### src/rtl/kmeans_clustering_engine_core_assert.svh
// assertion macros for the k-means engine
`ifndef KMEANS_CLUSTERING_ENGINE_CORE_ASSERT_SVH
`define KMEANS_CLUSTERING_ENGINE_CORE_ASSERT_SVH

// implication checked on every clock edge outside reset
`define KMC_ASSERT(lbl, prop, msg) \
  lbl: assert property (@(posedge clk_i) disable iff (!rst_ni) (prop)) else $error(msg);

// implication whose consequent is checked in the cycle after the antecedent
`define KMC_ASSERT_NEXT(lbl, pre, post, msg) \
  lbl: assert property (@(posedge clk_i) disable iff (!rst_ni) (pre) |=> (post)) \
    else $error(msg);

`endif

### src/rtl/kmc_pkg.sv
// shared constants, types and codes of the k-means engine
package kmc_pkg;

  localparam int MAX_SAMPLES  = 1024;
  localparam int MAX_CLUSTERS = 8;
  localparam int MAX_DIM      = 4;
  localparam int ITER_CAP     = 250;

  localparam int SIDX_W  = $clog2(MAX_SAMPLES);
  localparam int CIDX_W  = $clog2(MAX_CLUSTERS);
  localparam int DIDX_W  = $clog2(MAX_DIM);
  localparam int SADDR_W = SIDX_W + DIDX_W;
  localparam int CADDR_W = CIDX_W + DIDX_W;
  localparam int NCNT_W  = SIDX_W + 1;
  localparam int KCNT_W  = CIDX_W + 1;
  localparam int DCNT_W  = DIDX_W + 1;

  localparam int COORD_W = 16;
  localparam int SUM_W   = 27;
  localparam int SQ_W    = 34;
  localparam int ACC_W   = 36;
  localparam int DSUM_W  = 45;
  localparam int DELTA_W = 22;
  localparam int DIST_W  = 34;
  localparam int TAG_W   = 3;

  localparam int DIV_W   = DSUM_W;
  localparam int DIVR_W  = NCNT_W;
  localparam int DSTEP_W = $clog2(DIV_W + 1);

  typedef logic signed [COORD_W-1:0] coord_t;

  typedef enum logic [1:0] {
    MODE_LOAD = 2'd0,
    MODE_RUN  = 2'd1,
    MODE_CEN  = 2'd2,
    MODE_TAG  = 2'd3
  } mode_e;

  typedef enum logic [1:0] {
    REG_CLUSTERS  = 2'd0,
    REG_DIMENSION = 2'd1,
    REG_THRESHOLD = 2'd2,
    REG_LIMIT     = 2'd3
  } reg_e;

  typedef enum logic [4:0] {
    ST_CLEAR, ST_IDLE, ST_TAGRD, ST_DONE,
    ST_INIT_RD, ST_INIT_WR, ST_PASS,
    ST_D_RD, ST_D_SQ, ST_D_AC,
    ST_AS_CMP, ST_AS_TAG, ST_AC_RD, ST_AC_ADD,
    ST_UP_CLU, ST_UP_DIV, ST_UP_WAIT, ST_CHECK,
    ST_DS_TAG, ST_DS_SEL, ST_DS_ACC, ST_DS_DIV, ST_DS_WAIT
  } st_e;

  // divider status seen by the sequencer
  typedef struct packed {
    logic busy;
    logic done;
  } div_stat_t;

endpackage

### src/rtl/kmc_div.sv
// restoring divider, one quotient bit per cycle
module kmc_div import kmc_pkg::*; (
  input  logic              clk_i,
  input  logic              rst_ni,
  input  logic              start_i,
  input  logic [DIV_W-1:0]  dividend_i,
  input  logic [DIVR_W-1:0] divisor_i,
  output div_stat_t         stat_o,
  output logic [DIV_W-1:0]  quotient_o
);

  logic [DIVR_W-1:0]  rem_q, rem_d;
  logic [DIVR_W-1:0]  dvs_q;
  logic [DIV_W-1:0]   quo_q, quo_d;
  logic [DSTEP_W-1:0] cnt_q;
  logic               busy_q, done_q;
  logic [DIVR_W:0]    trial;
  logic               ge;

  // one trial subtract
  always_comb begin
    trial = {rem_q, quo_q[DIV_W-1]};
    ge    = trial >= {1'b0, dvs_q};
    rem_d = ge ? DIVR_W'(trial - {1'b0, dvs_q}) : trial[DIVR_W-1:0];
    quo_d = {quo_q[DIV_W-2:0], ge};
  end

  // control
  always_ff @(posedge clk_i or negedge rst_ni) begin
    if (!rst_ni) begin
      busy_q <= 1'b0;
      done_q <= 1'b0;
      cnt_q  <= '0;
    end else begin
      done_q <= 1'b0;
      if (start_i) begin
        busy_q <= 1'b1;
        cnt_q  <= '0;
      end else if (busy_q) begin
        cnt_q <= cnt_q + 1'b1;
        if (cnt_q == DSTEP_W'(DIV_W - 1)) begin
          busy_q <= 1'b0;
          done_q <= 1'b1;
        end
      end
    end
  end

  // datapath
  always_ff @(posedge clk_i) begin
    if (start_i) begin
      rem_q <= '0;
      quo_q <= dividend_i;
      dvs_q <= divisor_i;
    end else if (busy_q) begin
      rem_q <= rem_d;
      quo_q <= quo_d;
    end
  end

  assign stat_o.busy = busy_q;
  assign stat_o.done = done_q;
  assign quotient_o  = quo_q;

endmodule

### config.mk
export PLATFORM = sky130hd
export DESIGN_NAME = kmc_div
export DESIGN_NICKNAME = d
export VERILOG_FILES = /design/src/rtl/kmeans_clustering_engine_core_assert.svh /design/src/rtl/kmc_pkg.sv /design/src/rtl/kmc_div.sv
export SDC_FILE = /design/constraint.sdc
export NUM_CORES = 1
export LEC_CHECK = 0
export BUFFER_PORTS_ARGS = -buffer_cell sky130_fd_sc_hd__buf_4
export CORE_ASPECT_RATIO = 1.25
export CORE_MARGIN = 4
export CORE_UTILIZATION = 46
export CTS_CLUSTER_DIAMETER = 200
export DETAILED_ROUTE_END_ITERATION = 6
export PLACE_DENSITY = 0.72
export SETUP_SLACK_MARGIN = 0.5
export SYNTH_ARGS = -nofsm -noshare
export SYNTH_HDL_FRONTEND = slang
export SYNTH_SLANG_ARGS = --single-unit
### constraint.sdc
create_clock -name clk_i -period 3.55 [get_ports clk_i]
set_input_delay 0 -clock clk_i [delete_from_list [all_inputs] [get_ports clk_i]]
set_output_delay 0 -clock clk_i [all_outputs]
set_load 0.02 [all_outputs]
==> out/metrics.csv <==
stage;metric;value;unit
status;status;completed;
cts;CTS H-Tree Depth;3;
drt;first-pass detailed-route iteration total;4;
synth;count of mapped cells out of synthesis;281;
synth;fraction of registers with async set or reset after synthesis;10.7;%
setup_path;crit end category;flip-flop;
floorplanning;cell row count;36;
sta;final hold violation count;0;
drt;Initial DRC Count;148;
setup_path;critical path type;reg -> reg;
synth;mux share of post-synthesis cell area;15.9;%
cts;clock input transition at the sequential cells of the worst setup and hold paths;0.08;ns
synth;share of Yosys cell area claimed by the top area cell type;45.1;%
synth;list of most frequent post-synthesis cells;56 x sky130_fd_sc_hd__edfxtp_1, 45 x sky130_fd_sc_hd__mux2_2, 23 x sky130_fd_sc_hd__nor2_1;
hold_path;number of instances on the worst hold path;2;
drt;vias per std cell;5.29;
drt;routed wire length;9270;µm
layout;share of final-layout standard cells stronger than drive strength 1;39.0;%
synth;simple-gate portion of the synthesized area;8.89;%
layout;count of inserted antenna diode cells;0;
hold_path;worst hold path class;in -> reg;
setup_path;CP required;3.82;ns
run;max-cap check violation count;0;
synth;Yosys warning total;0;
synth;adder and majority gate portion of the synthesized area;4.90;%
setup_path;CP startpoint kind;flip-flop;
sta;unrepaired setup endpoints after global routing;no;
cts;clock tree from TritonCTS;done;
power;peak supply drop;0.291;mV
sta;total negative slack;0;ns
sta;time the worst path needs with I/O delays and setup;2.60;ns
synth;Syn Std Cell Area;0.00373;mm²
sta;fraction of the cycle the final worst path needs;73.2;%
synth;number of flip-flops and latches in the synthesized netlist;75;
global_route;initial antenna violation count;0;
global_route;wire length of the first global-routing pass;14800;µm
sta;Max transition margin;32.6;%
cts;maximum root-to-sink buffer count;2;
setup_path;crit path max fanout;14;
cts;clk root buf;sky130_fd_sc_hd__clkbuf_8;
drt;detailed-route DRC error count;0;
cts;setup repair bufs after CTS;0;
placed_design;IO buf count;105;
synth;cell type contributing the most total cell area after synthesis;sky130_fd_sc_hd__edfxtp_1;
placed_design;final weighted congestion in routability-driven placement;0.839;
power;leakage power;2.29;nW
setup_path;number of cell instances on the worst register-to-register path;9;
floorplanning;area inside the core boundary;0.00784;mm²
layout;multi-input logic area;0.00149;mm²
synth;Compound-Gate Fraction of Synth Area;8.12;%
sta;Worst Max-Slew Pin Slew;1.01;ns
cts;worst skew pair latency;0.34;ns
sta;max-slew violations;0;
global_route;largest net degree at the start of global routing;46;
sta;final setup violating endpoints;0;
synth;Synth area leaders;sky130_fd_sc_hd__edfxtp_1 45%, sky130_fd_sc_hd__mux2_2 14%, sky130_fd_sc_hd__dfxtp_1 5.9%, sky130_fd_sc_hd__dfrtp_1 5.4%, sky130_fd_sc_hd__ha_1 4.4%;
floorplanning;die footprint;0.00962;mm²
global_route;sum of overflow across all layers after global routing;0;
cts;TritonCTS Buffers;9;
floorplanning;die extent in y;109;µm
synth;Post-Synthesis Net Count;354;
layout;layout overhead on the synthesized area;44.0;%
synth;Synth Area per Inst;13.3;µm²
floorplanning;initial core utilization;47.6;%
drt;detail-routed net length per standard cell;17.0;µm
synth;number of flops mapped to enable cells by yosys;56;
drt;count of antenna-violating nets left after detailed routing;0;
global_route;total routing usage reported by global routing;20.4;%
synth;dominant combinational cell family by area after synthesis;multiplexers;
sta;highest achievable clock rate;0.385;GHz
power;Pwr Density;516;mW/mm²
layout;area used by sequential logic in the layout;0.00210;mm²
layout;number of nets in the layout;517;
global_route;vias in the first global route;3022;
placed_design;Setup WS pre-CTS;0.968;ns
sta;final setup slack of the worst path;0.951;ns
synth;number of library cell types mapped by synthesis;48;
synth;xor/xnor cell area share of the yosys netlist;2.11;%
drt;total via count in the routed design;2879;
sta;final worst clock skew;0.00388;ns
synth;most used flip-flop cell after synthesis;sky130_fd_sc_hd__edfxtp_1;
floorplanning;Top-Level Pins;106;
floorplanning;width of the chip;88.5;µm
cts;CTS sink count;75;
synth;sequential area share after synthesis;56.4;%
placed_design;estimated wirelength of the detail-placed design;5840;µm
setup_path;worst endpoint data arrival time;2.86;ns
layout;number of fill cells;572;
synth;dominant cell by count in the synthesized netlist;sky130_fd_sc_hd__edfxtp_1;
-- cell usage in the layout, fill, tap and decap left out, drive strengths merged, types with 3 or more instances in the layout --
cell type and count:
buf 107, dlygate4sd3 59, edfxtp 56, mux2 46, nor2 23, inv 15
ha 13, clkbuf 13, dfxtp 11, o21ai 10, nand2 9, dfrtp 8
a211oi 8, mux2i 7, a21oi 6, xnor2 6, o211ai 4, nand2b 4
nand4 3, xor2 3, nor4bb 3, clkinv 3
-- worst max-delay path: stages, from the launching register on --
cell and delay [ns]:
sky130_fd_sc_hd__edfxtp_1 0.36, sky130_fd_sc_hd__inv_1 0.06, sky130_fd_sc_hd__ha_1 0.22, sky130_fd_sc_hd__fa_1 0.40
sky130_fd_sc_hd__nor2b_1 0.17, sky130_fd_sc_hd__o31a_1 0.20, sky130_fd_sc_hd__o21ai_2 0.14, sky130_fd_sc_hd__o21ai_4 0.42
sky130_fd_sc_hd__mux2_4 0.35, sky130_fd_sc_hd__a211oi_2 0.20
-- sequential cells by signal, indices dropped and copies added, names as in the netlist --
signal,flops
busy_q,1
cnt_q,6
quotient_o,45
dvs_q,11
done_q,1
rem_q,11
-- worst paths after layout --
| path | from | end | slack, ns |
|---|---|---|---|
| max in group asynchronous | rst_ni | cnt_q[4]$_DFFE_PN0P_ | 2.26 |
| hold reg to reg | rem_q[3]$_SDFFE_PP0P_ | rem_q[3]$_SDFFE_PP0P_ | 0.51 |
| hold / removal | start_i | cnt_q[3]$_DFFE_PN0P_ | 0.10 |
| setup / recovery | quotient_o[44]$_DFFE_PP_ | rem_q[0]$_SDFFE_PP0P_ | 0.95 |
| setup reg to reg | quotient_o[44]$_DFFE_PP_ | rem_q[0]$_SDFFE_PP0P_ | 0.95 |
| min in group asynchronous | rst_ni | done_q$_DFF_PN0_ | 0.54 |
-- per-layer routing --
metal / GRT usage (%) / part of all wire [%]
met1: 23.1 / 38
met2: 35.0 / 52
met3: 5.97 / 7.0
met4: 9.40 / 2.8
met5: 0 / 0
-- cells by family (layout without fill, tap and decap cells) --
| logic type | Yosys count | in the layout |
|---|---|---|
| and+or+nand+nor | 60 | 60 |
| xor gates and xnor gates | 9 | 9 |
| buffers and inverters | 30 | 198 |
| adders and majority gates | 14 | 14 |
| AOI/OAI and AO/OA | 40 | 40 |
| DFF | 75 | 75 |
| muxes | 53 | 53 |
-- final cells by class --
class	instances	area share, %
sequential	75	39.1
multi-input combinational	176	27.7
timing repair buffer	166	26.0
clock buffer	13	3.54
tap	95	2.21
inverter	16	1.12
clock inverter	3	0.326
-- metrics by stage --
step	hold WS, ns	total power [mW]	std cells	utilization (%)	instance area (µm²)
2_1_floorplan	-0.296	1.81	281	-	3730
3_3_place_gp	-0.177	2.05	469	58.3	4570
3_5_place_dp	-0.175	2.06	469	58.3	4570
4_1_cts	0.0933	2.78	544	68.5	5370
5_1_grt	0.117	2.92	544	68.5	5370
6_report	0.103	2.77	544	68.5	5370
-- power breakdown --
part	switching, mW	total, mW	internal, mW
sequential	0.0919	1.17	1.08
clock	0.310	0.662	0.352
combinational	0.468	0.940	0.472
-- timing repair --
item | in CTS | in global routing
gates resized for setup | 0 | 0
hold buffers | 59 | 0
endpoints found under the hold margin | 64 | 0
(Power assumes the default switching activity.)
